File: src/rtl/mrrb_pkg.sv
`timescale 1ns / 1ps
// Package for the multi-reader ring buffer: item and result structs,
// status and operation codes, and buffer geometry. No dependencies.
package mrrb_pkg;

    // Buffer geometry, fixed by the 4-bit slot index
    localparam int unsigned DEPTH     = 16;
    localparam int unsigned PTR_W     = 4;
    localparam int unsigned OCC_W     = 5;
    localparam int unsigned BYTE_W    = 8;
    localparam int unsigned COUNT_MAX = 255;

    // Operation codes
    typedef enum logic {
        OP_WRITE = 1'b0,
        OP_READ  = 1'b1
    } t_op;

    // Result status codes
    typedef enum logic [2:0] {
        ST_WRITTEN   = 3'd0,
        ST_REFUSED   = 3'd1,
        ST_READ_OK   = 3'd2,
        ST_NOT_READY = 3'd3,
        ST_EMPTY     = 3'd4
    } t_status;

    // One input item
    typedef struct packed {
        t_op                 op;
        logic [PTR_W-1:0]    slot_index;
        logic [BYTE_W-1:0]   write_byte;
    } t_item;

    // One result item
    typedef struct packed {
        t_status             status;
        logic [BYTE_W-1:0]   read_byte;
        logic [OCC_W-1:0]    occupancy;
    } t_result;

endpackage

File: src/rtl/mrrb_in_stage.sv
`timescale 1ns / 1ps
// Input register of the multi-reader ring buffer: holds one accepted item
// until the core consumes it. Depends on mrrb_pkg.
module mrrb_in_stage
    import mrrb_pkg::*;
(
    input  logic  i_clk,
    input  logic  i_rst_n,
    input  logic  i_in_valid,
    output logic  o_in_stall,
    input  t_item i_item,
    input  logic  i_advance,
    output logic  o_valid,
    output t_item o_item
);

    logic  r_valid;
    logic  n_valid;
    t_item r_item;
    logic  w_accept;

    // Stall only while a held item cannot move on this cycle
    assign o_in_stall = r_valid && !i_advance;
    assign w_accept   = i_in_valid && !o_in_stall;

    // Fill on a transfer, drain when the core takes the item
    always_comb begin
        n_valid = r_valid;
        if (w_accept) begin
            n_valid = 1'b1;
        end else if (i_advance) begin
            n_valid = 1'b0;
        end
    end

    always_ff @(posedge i_clk) begin
        if (!i_rst_n) begin
            r_valid <= 1'b0;
        end else begin
            r_valid <= n_valid;
        end
    end

    // Capture payload on a transfer
    always_ff @(posedge i_clk) begin
        if (w_accept) begin
            r_item <= i_item;
        end
    end

    assign o_valid = r_valid;
    assign o_item  = r_item;

endmodule

File: src/rtl/mrrb_core.sv
`timescale 1ns / 1ps
// Slot store and access logic of the multi-reader ring buffer: slot arrays,
// pointers, reader count register and the combinational access step. Depends on mrrb_pkg.
module mrrb_core
    import mrrb_pkg::*;
(
    input  logic              i_clk,
    input  logic              i_rst_n,
    input  logic              i_cfg_wr_en,
    input  logic [BYTE_W-1:0] i_cfg_wr_data,
    input  logic              i_fire,
    input  t_item             i_item,
    output t_result           o_result
);

    logic [BYTE_W-1:0] r_slot_data  [DEPTH];
    logic [BYTE_W-1:0] r_slot_count [DEPTH];
    logic [DEPTH-1:0]  r_never_written;
    logic [DEPTH-1:0]  r_ready;
    logic [PTR_W-1:0]  r_head;
    logic [PTR_W-1:0]  r_tail;
    logic              r_full;
    logic [BYTE_W-1:0] r_reader_count;

    logic [PTR_W-1:0]  n_head;
    logic [PTR_W-1:0]  n_tail;
    logic              n_full;
    logic [PTR_W-1:0]  w_head_inc;
    logic [PTR_W-1:0]  w_addr;
    logic [BYTE_W-1:0] w_count;
    logic [BYTE_W-1:0] w_count_inc;
    logic              w_empty;
    logic              w_write_ok;
    logic              w_do_write;
    logic              w_do_read;
    logic              w_clear_ready;
    logic [PTR_W-1:0]  w_fill;

    // Select the slot this item touches: head on a write, index on a read
    assign w_addr      = (i_item.op == OP_WRITE) ? r_head : i_item.slot_index;
    assign w_count     = r_slot_count[w_addr];
    assign w_count_inc = (w_count == BYTE_W'(COUNT_MAX)) ? w_count : w_count + 1'b1;
    assign w_empty     = !r_full && (r_head == r_tail);
    assign w_head_inc  = r_head + 1'b1;

    // Occupancy after the step
    assign w_fill      = n_head - n_tail;

    // Decide the outcome of the item
    always_comb begin
        w_write_ok       = r_never_written[r_head] || (w_count >= r_reader_count);
        w_do_write       = 1'b0;
        w_do_read        = 1'b0;
        o_result.status  = ST_WRITTEN;
        o_result.read_byte = '0;
        if (i_item.op == OP_WRITE) begin
            if (w_write_ok) begin
                w_do_write      = i_fire;
                o_result.status = ST_WRITTEN;
            end else begin
                o_result.status = ST_REFUSED;
            end
        end else begin
            if (!r_ready[w_addr]) begin
                o_result.status = ST_NOT_READY;
            end else if (w_empty) begin
                o_result.status = ST_EMPTY;
            end else begin
                w_do_read          = i_fire;
                o_result.status    = ST_READ_OK;
                o_result.read_byte = r_slot_data[w_addr];
            end
        end
        w_clear_ready      = w_count_inc >= r_reader_count;
        o_result.occupancy = n_full ? OCC_W'(DEPTH) : {1'b0, w_fill};
    end

    // Advance pointers on an accepted write; tail follows when full
    always_comb begin
        n_head = r_head;
        n_tail = r_tail;
        n_full = r_full;
        if (i_item.op == OP_WRITE && w_write_ok) begin
            n_head = w_head_inc;
            n_tail = r_full ? r_tail + 1'b1 : r_tail;
            n_full = (w_head_inc == n_tail);
        end
    end

    // Update pointers, flags and counts
    always_ff @(posedge i_clk) begin
        if (!i_rst_n) begin
            r_head          <= '0;
            r_tail          <= '0;
            r_full          <= 1'b0;
            r_never_written <= '1;
            r_ready         <= '0;
            for (int i = 0; i < DEPTH; i++) begin
                r_slot_count[i] <= '0;
            end
        end else begin
            if (w_do_write) begin
                r_head                  <= n_head;
                r_tail                  <= n_tail;
                r_full                  <= n_full;
                r_slot_count[w_addr]    <= '0;
                r_never_written[w_addr] <= 1'b0;
                r_ready[w_addr]         <= 1'b1;
            end else if (w_do_read) begin
                r_slot_count[w_addr] <= w_count_inc;
                if (w_clear_ready) begin
                    r_ready[w_addr] <= 1'b0;
                end
            end
        end
    end

    // Store the byte on a write
    always_ff @(posedge i_clk) begin
        if (w_do_write) begin
            r_slot_data[w_addr] <= i_item.write_byte;
        end
    end

    // Reader count register
    always_ff @(posedge i_clk) begin
        if (!i_rst_n) begin
            r_reader_count <= BYTE_W'(1);
        end else if (i_cfg_wr_en) begin
            r_reader_count <= i_cfg_wr_data;
        end
    end

endmodule

File: src/rtl/multi_reader_ring_buffer.sv
`timescale 1ns / 1ps
// Top level of the multi-reader ring buffer: input stage, core and result
// register. Depends on mrrb_pkg, mrrb_in_stage and mrrb_core.
//
// Usage:
//   Input channel (i_in_valid / o_in_stall) carries one access: a write of
//   i_write_byte at the head slot, or a read of slot i_slot_index. Each
//   access gives exactly one result on the output channel (o_out_valid /
//   i_out_stall): status, read byte and occupancy after the access.
//   An access passes the input register and then the result register.
//   Throughput is one access per cycle while the receiver does not stall;
//   the step reads and updates the slot flags, counts and pointers
//   combinationally between the two registers.
//   The configuration port (i_cfg_wr_en / i_cfg_wr_data) sets the number of
//   readers per slot; write it while no access is in flight.
//   Reset clears all pointers, ready marks and read counts, marks every slot
//   as never written and sets the reader count to one. Slot data is not
//   cleared. While the receiver stalls, the result holds and one further
//   access is taken into the input register; then o_in_stall rises.
module multi_reader_ring_buffer
    import mrrb_pkg::*;
(
    input  logic                i_clk,
    input  logic                i_rst_n,
    input  logic                i_cfg_wr_en,
    input  logic [BYTE_W-1:0]   i_cfg_wr_data,
    input  logic                i_in_valid,
    output logic                o_in_stall,
    input  logic                i_operation,
    input  logic [PTR_W-1:0]    i_slot_index,
    input  logic [BYTE_W-1:0]   i_write_byte,
    output logic                o_out_valid,
    input  logic                i_out_stall,
    output logic [2:0]          o_status,
    output logic [BYTE_W-1:0]   o_read_byte,
    output logic [OCC_W-1:0]    o_occupancy
);

    t_item   w_in_item;
    t_item   w_item;
    logic    w_item_valid;
    logic    w_fire;
    t_result w_result;
    t_result r_result;
    logic    r_out_valid;
    logic    n_out_valid;

    assign w_in_item.op         = t_op'(i_operation);
    assign w_in_item.slot_index = i_slot_index;
    assign w_in_item.write_byte = i_write_byte;

    mrrb_in_stage u_in_stage (
        .i_clk      (i_clk),
        .i_rst_n    (i_rst_n),
        .i_in_valid (i_in_valid),
        .o_in_stall (o_in_stall),
        .i_item     (w_in_item),
        .i_advance  (w_fire),
        .o_valid    (w_item_valid),
        .o_item     (w_item)
    );

    // Step the item when the result register is free or draining
    assign w_fire = w_item_valid && (!r_out_valid || !i_out_stall);

    mrrb_core u_core (
        .i_clk         (i_clk),
        .i_rst_n       (i_rst_n),
        .i_cfg_wr_en   (i_cfg_wr_en),
        .i_cfg_wr_data (i_cfg_wr_data),
        .i_fire        (w_fire),
        .i_item        (w_item),
        .o_result      (w_result)
    );

    // Result register: load on a step, drop after a transfer
    always_comb begin
        n_out_valid = r_out_valid;
        if (w_fire) begin
            n_out_valid = 1'b1;
        end else if (!i_out_stall) begin
            n_out_valid = 1'b0;
        end
    end

    always_ff @(posedge i_clk) begin
        if (!i_rst_n) begin
            r_out_valid <= 1'b0;
        end else begin
            r_out_valid <= n_out_valid;
        end
    end

    always_ff @(posedge i_clk) begin
        if (w_fire) begin
            r_result <= w_result;
        end
    end

    assign o_out_valid = r_out_valid;
    assign o_status    = r_result.status;
    assign o_read_byte = r_result.read_byte;
    assign o_occupancy = r_result.occupancy;

endmodule

File: config.mk
export PLATFORM = sky130hd
export DESIGN_NAME = multi_reader_ring_buffer
export DESIGN_NICKNAME = d
export VERILOG_FILES = /design/src/rtl/mrrb_pkg.sv /design/src/rtl/mrrb_in_stage.sv /design/src/rtl/mrrb_core.sv /design/src/rtl/multi_reader_ring_buffer.sv
export SDC_FILE = /design/constraint.sdc
export NUM_CORES = 1
export LEC_CHECK = 0
export CAP_MARGIN = 20
export CELL_PAD_IN_SITES_DETAIL_PLACEMENT = 0
export CELL_PAD_IN_SITES_GLOBAL_PLACEMENT = 1
export CORE_UTILIZATION = 53
export DETAILED_ROUTE_END_ITERATION = 12
export DONT_BUFFER_PORTS = 1
export PLACE_DENSITY = 0.8
export SYNTH_ARGS = -nofsm -noshare
export SYNTH_HDL_FRONTEND = slang
export SYNTH_SLANG_ARGS = --single-unit
File: constraint.sdc
create_clock -name i_clk -period 5.8 [get_ports i_clk]
set_clock_uncertainty 0.05 [all_clocks]
set_input_delay 1.74 -clock i_clk [delete_from_list [all_inputs] [get_ports i_clk]]
set_output_delay 1.74 -clock i_clk [all_outputs]
set_load 0.03 [all_outputs]
==> results of run 1 <==
==> layout make-up <==
class                           count  area (um^2)
Clock buffer                       47          952
Clock inverter                     15          106
Fill cell                        2073        10400
Inverter                           20         75.1
Multi-Input combinational cell    648         4800
Sequential cell                   336         9580
Tap cell                          372          465
Timing Repair Buffer               88          698
==> critical path, stage by stage (launching register included) <==
cell      delay [ns]
edfxtp_1        0.45
buf_4           0.24
or3b_2          0.22
buf_4           0.25
a21oi_1         0.10
o41ai_1         0.67
and4bb_2        0.45
ha_1            0.18
a21oi_1         0.04
o21ai_0         0.40
a211oi_2        0.15
nor2_1          0.29
and2_1          0.28
mux2i_1         0.23
ha_1            0.25
a21o_1          0.15
a21oi_1         0.17
xor2_1          0.23
xor2_1          0.16
nor2_1          0.05
nand2_1         0.08
o31ai_1         0.05
==> path summary, 6_finish.rpt <==
| path | start | to | slack (ns) | cells past startpoint |
|---|---|---|---|---|
| max reg2reg | u_in_stage.o_item[12] | o_occupancy[3] | 0.38 | 21 |
| min | u_core.r_never_written[4] | u_core.r_never_written[4] | 0.41 | 2 |
| min reg2reg | u_core.r_never_written[4] | u_core.r_never_written[4] | 0.41 | 2 |
| max | u_in_stage.o_item[12] | o_occupancy[3] | 0.38 | 21 |
==> layout by cell type, fill, tap and decap left out, types with 8 or more instances in the layout <==
cell,count
nand4_1,8
dfxtp_1,51
mux4_2,55
clkbuf_16,36
o21ai_0,21
o21a_1,35
a21oi_1,84
mux2i_1,17
nor2_1,167
o41ai_1,17
a22oi_1,16
buf_4,85
nand3_1,22
a21boi_0,16
xnor2_1,12
ha_1,22
xor2_1,8
inv_1,20
edfxtp_1,285
nor2b_1,9
nand2_1,63
clkbuf_1,10
==> kinds of logic after synthesis <==
family	after synthesis	synth area share, %
AND/OR/NAND/NOR	312	9.45
flip-flops	336	65.2
buffers and inverters	88	2.66
XOR/XNOR	20	1.19
adder cells (fa/ha/maj)	23	2.01
AO/OA/AOI/OAI	217	9.57
multiplexers	76	9.96
==> routing by layer <==
metal	routed length [um]	GRT usage (%)	vias to the layer above	share of wire (%)
met2	17900	43.7	408	48
met3	2830	4.16	67	7.7
li1	-	-	4171	-
met4	938	8.38	2	2.5
met5	9	0	-	0.024
met1	15300	36.7	4618	41
==> through the flow <==
step                      total power [mW]  instances
after floorplan                       3.08       1072
after global placement                3.25       1454
after detailed placement              3.25       1454
after CTS                             5.31       1516
after global routing                  5.45       1526
final                                 5.30       1526
==> power breakdown <==
group	internal, mW	switching [mW]
clock	1.16	0.913
sequential	2.68	0.0502
combinational	0.188	0.304
total	4.03	1.27
==> flip-flops by register name, summed over array words and instances (netlist names), 4 cells and up, named ones only <==
register,flops
u_core.r_slot_count,128
u_core.r_slot_data,128
u_core.r_never_written,16
u_in_stage.o_item,13
o_read_byte,8
u_core.r_reader_count,8
o_occupancy,5
u_core.r_head,4
u_core.r_tail,4
==> cell usage after synthesis (4+ instances only) <==
library cell / number / area, um^2
a21boi_0: 16 / 120
a21o_1: 6 / 45.0
a21oi_1: 84 / 420
a22oi_1: 16 / 120
buf_1: 4 / 15.0
buf_2: 21 / 105
buf_4: 5 / 37.5
clkbuf_1: 36 / 135
dfxtp_1: 51 / 1020
edfxtp_1: 285 / 8560
ha_1: 22 / 275
inv_1: 20 / 75.1
mux2i_1: 18 / 180
mux4_2: 55 / 1240
nand2_1: 63 / 236
nand2b_1: 6 / 37.5
nand3_1: 22 / 110
nand4_1: 8 / 50.1
nor2_1: 167 / 627
nor2b_1: 10 / 62.6
nor3_1: 7 / 35.0
o21a_1: 35 / 263
o21ai_0: 21 / 105
o41ai_1: 18 / 158
or2_2: 5 / 31.3
xnor2_1: 12 / 105
xor2_1: 8 / 70.1
==> what timing repair did <==
| item | in CTS | in global routing |
|---|---|---|
| buffers inserted | 0 | 10 |
| hold endpoints to repair | 0 | 0 |
| endpoints found under the setup margin | 0 | 1 |
| gates resized for setup | 0 | 5 |
==> reports/qor.csv, run 1 <==
stage,metric,value,unit
floorplan,core_area,27100,um^2
logic_synthesis,synth_cell_types,59,
sta,hold_viol_final,0,
critical_path,worstPathRequired,6.01,ns
pwr,p_leak,5.85,nW
logic_synthesis,ys_seq_elements,336,
sta,fin_crit,5.42,ns
floorplan,die-area,28400,um^2
global_route,grt_start_max_net_pins,76,
layout,finalNetCount,1178,
logic_synthesis,async_reset_ff_share,0,%
placed_design,place_ws,0.228,ns
sta,timing.slew.headroom,31.7,%
sta,max_slew.worst_pin.slew,1.02,ns
global_route,first_global_vias,9030,
drt,drc,0,
logic_synthesis,syn_nets,1121,
floorplan,std_cell_rows,60,
clocking,clk_latency,0.53,ns
layout,utilization,61.5,%
hold_path,hp-class,register to register,
floorplan,start_util,54.2,%
sta,slew_viol_final,0,
clocking,cts_buffers,35,
critical_path,critPathCaptureType,register,
clocking,clk_pin_slew,0.06,ns
critical_path,critPathKind,register to register,
floorplan,die_x,169,um
sta,setup_violations,0,
pwr,ir_worst_vdd,0.244,mV
logic_synthesis,avgSynthCellArea,13.7,um^2
drt,vias,9266,
placed_design,dpl.hpwl,24800,um
sta,whs,0.414,ns
critical_path,worstPathArrival,5.63,ns
drt,ant_nets,0,
floorplan,num_io_pins,44,
drt,dr.first_iter.drc_count,1000,
logic_synthesis,syn_inst,1072,
logic_synthesis,synth_seq_area_share,65.2,%
job,drv_cap,0,
layout,diodes,0,
pwr,power_density,318,nW/um^2
sta,max_freq,184,MHz
sta,fin_crit_sh,93.5,%
global_route,grt.overflow.total,0,
sta,rsz0062_at_grt,no,
layout,area_delta_synth_final,13.4,%
drt,via_per_inst,6.07,
clocking,numClockSinks,336,
global_route,antenna_found_initial,1,
drt,firstDrtPassIters,5,
drt,drt_wl_total,36900,um
placed_design,gp_congestion,0.870,
critical_path,cp_max_fo,18,
clocking,cts_hold_buffers,0,
sta,layout_setup_ws,0.379,ns
global_route,grt_usage,26.6,%
logic_synthesis,synth_edf_count,285,
layout,drive_above_1_share,18.4,%
drt,wl_per_cell,24.2,um
clocking,clockBufferDepth,3,
sta,finalSetupTns,0,ns
placed_design,placed_cell_area,15500,um^2
placed_design,port_buffers,0,
global_route,grt_pass1_wl,55500,um
logic_synthesis,ys_warn_count,0,
clocking,cts_root_buf,clkbuf_16,
clocking,cts.htree.levels,2,
logic_synthesis,synthesis.area,14700,um^2
logic_synthesis,ys.flop_type,edfxtp_1,
status,status,finished clean,
layout,design_area,16700,um^2
floorplan,die_h,169,um
clocking,cts_tree,built,
critical_path,critPathLaunchType,register,
Note: power is estimated with default switching activity, not from simulation.
==> inputs of run 2 (changes only) <==
--- a/config.mk
+++ b/config.mk
@@ -5,10 +5,11 @@
 export SDC_FILE = /design/constraint.sdc
 export NUM_CORES = 1
 export LEC_CHECK = 0
+export ABC_AREA = 1
 export CAP_MARGIN = 20
 export CELL_PAD_IN_SITES_DETAIL_PLACEMENT = 0
 export CELL_PAD_IN_SITES_GLOBAL_PLACEMENT = 1
-export CORE_UTILIZATION = 53
+export CORE_UTILIZATION = 50
 export DETAILED_ROUTE_END_ITERATION = 12
 export DONT_BUFFER_PORTS = 1
 export PLACE_DENSITY = 0.8
==> run 2 against run 1 <==
Register-to-register slack gained 0.22 ns. Final cell count grew 29%. Flip-flop and latch count is the same. Design area grew 0.79%. Combinational power grew 26%.
==> reports/qor.csv, run 2 <==
stage,metric,value,unit,change
status,status,finished clean,,unchanged
placed_design,dpl.hpwl,24900,um,"was 24,800 um"
floorplan,start_util,51.5,%,was 54.2%
pwr,ir_worst_vdd,0.242,mV,was 0.244 mV
logic_synthesis,synth_xor_area_share,0.909,%,was 1.19%
logic_synthesis,ys.flop_type,edfxtp_1,,unchanged
layout,final_common_cell,nand2_1,,was edfxtp_1
logic_synthesis,synth_seq_area_share,62.1,%,was 65.2%
placed_design,placed_cell_area,15700,um^2,"was 15,500 um^2"
sta,finalSetupTns,0,ns,unchanged
sta,max_slew.worst_pin.slew,1.06,ns,was 1.02 ns
clocking,cts_hold_buffers,0,,unchanged
sta,setup_violations,0,,unchanged
logic_synthesis,synth_edf_count,285,,unchanged
clocking,cts_resized,0,,unchanged
clocking,clockBufferDepth,3,,unchanged
clocking,clk_pin_slew,0.06,ns,about the same
logic_synthesis,yosys.area_share.adder,1.92,%,was 2.01%
layout,most-common-layout-cells,"nand2_1, edfxtp_1, nor2_1, inv_1, nand3_1",,"was edfxtp_1, nor2_1, buf_4, a21oi_1, nand2_1"
layout,drive_above_1_share,8.71,%,was 18.4%
logic_synthesis,synth_cell_types,39,,was 59
pwr,power,5.57,mW,was 5.30 mW
drt,firstDrtPassIters,5,,unchanged
logic_synthesis,synth.area.top_cells,"edfxtp_1, nand2_1, dfxtp_1, nor2_1, inv_1",,"was edfxtp_1, mux4_2, dfxtp_1, nor2_1, a21oi_1"
critical_path,max_stage_delay,0.73,ns,was 0.67 ns
logic_synthesis,synth-compound-area-share,7.65,%,was 9.57%
global_route,grt_usage,25.3,%,was 26.6%
drt,dr.first_iter.drc_count,951,,"was 1,000"
sta,slew_viol_final,0,,unchanged
critical_path,cp_max_fo,69,,was 18
logic_synthesis,synthesis.area,15400,um^2,"was 14,700 um^2"
sta,hold_viol_final,0,,unchanged
critical_path,cp-startpoint,u_in_stage.o_item[12],,unchanged
layout,reg.largest.list,"u_core.r_slot_count: 128 flops, u_core.r_slot_data: 128 flops, u_core.r_never_written: 16 flops",,unchanged
clocking,cts.htree.levels,2,,unchanged
critical_path,cp_slowest_cell,buf_4,,was o41ai_1
critical_path,cp_cell_sequence,nand2_2 -> o21ai_4 -> buf_4 -> o21ai_0 -> nand2_1 -> nand2_1 -> nand2_1 -> nor2_2 -> ha_1 -> a21oi_1 -> o21ai_0 -> nor3_1 -> nand2_1 -> nand2_1 -> nor2_1 -> inv_1 -> nand2_2 -> nand3_1 -> nand2_1,,was buf_4 -> or3b_2 -> buf_4 -> a21oi_1 -> o41ai_1 -> and4bb_2 -> ha_1 -> a21oi_1 -> o21ai_0 -> a211oi_2 -> nor2_1 -> and2_1 -> mux2i_1 -> ha_1 -> a21o_1 -> a21oi_1 -> xor2_1 -> xor2_1 -> nor2_1 -> nand2_1 -> o31ai_1
logic_synthesis,synthSimpleGateAreaFrac,20.9,%,was 9.45%
sta,rsz0062_at_grt,no,,unchanged
critical_path,crit_top_cell,nand2_1,,was a21oi_1
logic_synthesis,yosys-top-cells-count,"nand2_1, edfxtp_1, nor2_1",,"was edfxtp_1, nor2_1, a21oi_1"
job,drv_cap,0,,unchanged
logic_synthesis,ys_warn_count,0,,unchanged
pwr,power_density,332,nW/um^2,was 318 nW/um^2
critical_path,rrSetupSlack,0.60,ns,was 0.38 ns
clocking,cts_buffers,36,,was 35
critical_path,worstPathRequired,5.91,ns,was 6.01 ns
critical_path,critPathKind,register to register,,unchanged
logic_synthesis,ys_seq_elements,336,,unchanged
critical_path,path_buf_inv,2,,unchanged
critical_path,critPathCaptureType,register,,unchanged
global_route,first_global_vias,10306,,"was 9,030"
drt,ant_nets,0,,unchanged
clocking,cts_root_buf,clkbuf_16,,unchanged
logic_synthesis,syn_inst,1576,,"was 1,072"
global_route,grt_pass1_wl,59500,um,"was 55,500 um"
clocking,post_cts_buffers,0,,unchanged
clocking,numClockSinks,336,,unchanged
placed_design,port_buffers,0,,unchanged
hold_path,hp-class,register to register,,unchanged
sta,whs,0.400,ns,was 0.414 ns
drt,drc,0,,unchanged
global_route,grt.overflow.total,0,,unchanged
drt,via_per_inst,5.54,,was 6.07
sta,timing.slew.headroom,28.9,%,was 31.7%
pwr,p_leak,6.37,nW,was 5.85 nW
logic_synthesis,avgSynthCellArea,9.78,um^2,was 13.7 um^2
logic_synthesis,syn_nets,1625,,"was 1,121"
layout,finalNetCount,1609,,"was 1,178"
critical_path,worstPathArrival,5.31,ns,was 5.63 ns
sta,max_freq,192,MHz,was 184 MHz
floorplan,die-area,31500,um^2,"was 28,400 um^2"
floorplan,std_cell_rows,63,,was 60
logic_synthesis,yosysMostFrequentCell,nand2_1,,was edfxtp_1
global_route,grt_start_max_net_pins,70,,was 76
logic_synthesis,synth_top_family_by_area,simple AND/OR/NAND/NOR gates,,was multiplexers
logic_synthesis,synth_mux_area_share,0,%,was 9.96%
logic_synthesis,async_reset_ff_share,0,%,unchanged
floorplan,core_area,30000,um^2,"was 27,100 um^2"
sta,fin_crit,5.20,ns,was 5.42 ns
drt,wl_per_cell,19.7,um,was 24.2 um
drt,vias,10938,,"was 9,266"
critical_path,crit_end,u_core.r_slot_count[11][0],,was o_occupancy[3]
critical_path,r2r_end,u_core.r_slot_count[11][0],,was o_occupancy[3]
critical_path,critPathLaunchType,register,,unchanged
logic_synthesis,synth_top_area_share,55.5,%,was 58.2%
drt,drt_wl_total,39000,um,"was 36,900 um"
layout,diodes,0,,unchanged
critical_path,path_delay_family,simple AND/OR/NAND/NOR gates,,was compound AO/OA/AOI/OAI gates
sta,fin_crit_sh,89.7,%,was 93.5%
floorplan,die_x,178,um,was 169 um
placed_design,gp_congestion,0.846,,was 0.870
floorplan,die_h,178,um,was 169 um
layout,design_area,16800,um^2,"was 16,700 um^2"
critical_path,r2r_cells,19,,was 21
floorplan,num_io_pins,44,,unchanged
logic_synthesis,yosys.area.top_type,edfxtp_1,,unchanged
critical_path,path_depth,19,,was 21
layout,area_delta_synth_final,9.03,%,was 13.4%
global_route,antenna_found_initial,0,,was 1
clocking,clk_latency,0.52,ns,was 0.53 ns
clocking,cts_tree,built,,unchanged
critical_path,r2r_start,u_in_stage.o_item[12],,unchanged
-- run 2: cell types whose count changed after synthesis, sizes merged, moves of 16 or more --
cell	previous run	this run
a21boi	16	0
a21oi	84	59
a22oi	16	32
inv	20	170
mux2i	19	0
mux4	55	0
nand2	63	424
nand3	23	93
nor2	167	219
o21a	35	3
o21ai	23	82
o41ai	18	0
-- run 2: layout make-up --
| class | instances | area (um^2) |
|---|---|---|
| fillers | 2677 | 13100 |
| flip-flops and latches | 336 | 9580 |
| multi-input cells | 998 | 4840 |
| clock buffers | 51 | 997 |
| inverters | 171 | 642 |
| well taps | 390 | 488 |
| repair buffers | 17 | 135 |
| clock inverters | 12 | 126 |
-- run 2: per-layer routing --
layer	part of all wire [%]	track usage [%]	up-vias
li1	-	-	5200
met1	46	38.4	5259
met2	44	37.6	429
met3	8.1	4.50	50
met4	1.8	6.20	0
met5	0	0	-
-- run 2: how the worst min path moves through the flow --
stage / startpoint / endpoint / slack (ns) / cells after the start
after CTS: u_core.r_never_written[12] / u_core.r_never_written[12] / 0.40 / 2
final: u_core.r_never_written[5] / u_core.r_never_written[5] / 0.40 / 2
after global placement: u_core.r_never_written[5] / u_core.r_never_written[5] / 0.38 / 2
after floorplan: u_core.r_never_written[1] / u_core.r_never_written[1] / 0.37 / 2
after detailed placement: u_core.r_never_written[5] / u_core.r_never_written[5] / 0.39 / 2
after global routing: u_core.r_never_written[11] / u_core.r_never_written[11] / 0.41 / 2
-- run 2: kinds of logic (layout without fill, tap and decap cells) --
group / count (synthesis) / in the layout
xor+xnor: 16 / 16
flops: 336 / 336
buf+inv: 242 / 251
simple gates: 755 / 755
compound gates: 204 / 204
fa+ha+maj: 23 / 23
-- run 2: power by group --
group	switching (mW)	leakage (nW)	internal [mW]
Sequential	0.0602	3.17	2.69
Combinational	0.438	2.66	0.182
Clock	0.915	0.542	1.29
Total	1.41	6.37	4.16
-- run 2: stage by stage --
step | setup slack [ns] | utilization (%) | cells
5_1_grt | 0.0899 | 56.1 | 1975
2_1_floorplan | 1.75 | - | 1576
3_3_place_gp | 0.790 | 52.3 | 1910
4_1_cts | 0.655 | 56.1 | 1974
3_5_place_dp | 0.703 | 52.3 | 1911
6_report | 0.596 | 56.1 | 1975
-- run 2: worst reg2reg max path: stages, from the launching register on --
cell	delay [ns]
edfxtp_1	0.69
nand2_2	0.13
o21ai_4	0.09
buf_4	0.73
o21ai_0	0.25
nand2_1	0.17
nand2_1	0.07
nand2_1	0.12
nor2_2	0.06
ha_1	0.34
a21oi_1	0.19
o21ai_0	0.12
nor3_1	0.20
nand2_1	0.07
nand2_1	0.09
nor2_1	0.06
inv_1	0.22
nand2_2	0.32
nand3_1	0.46
nand2_1	0.41
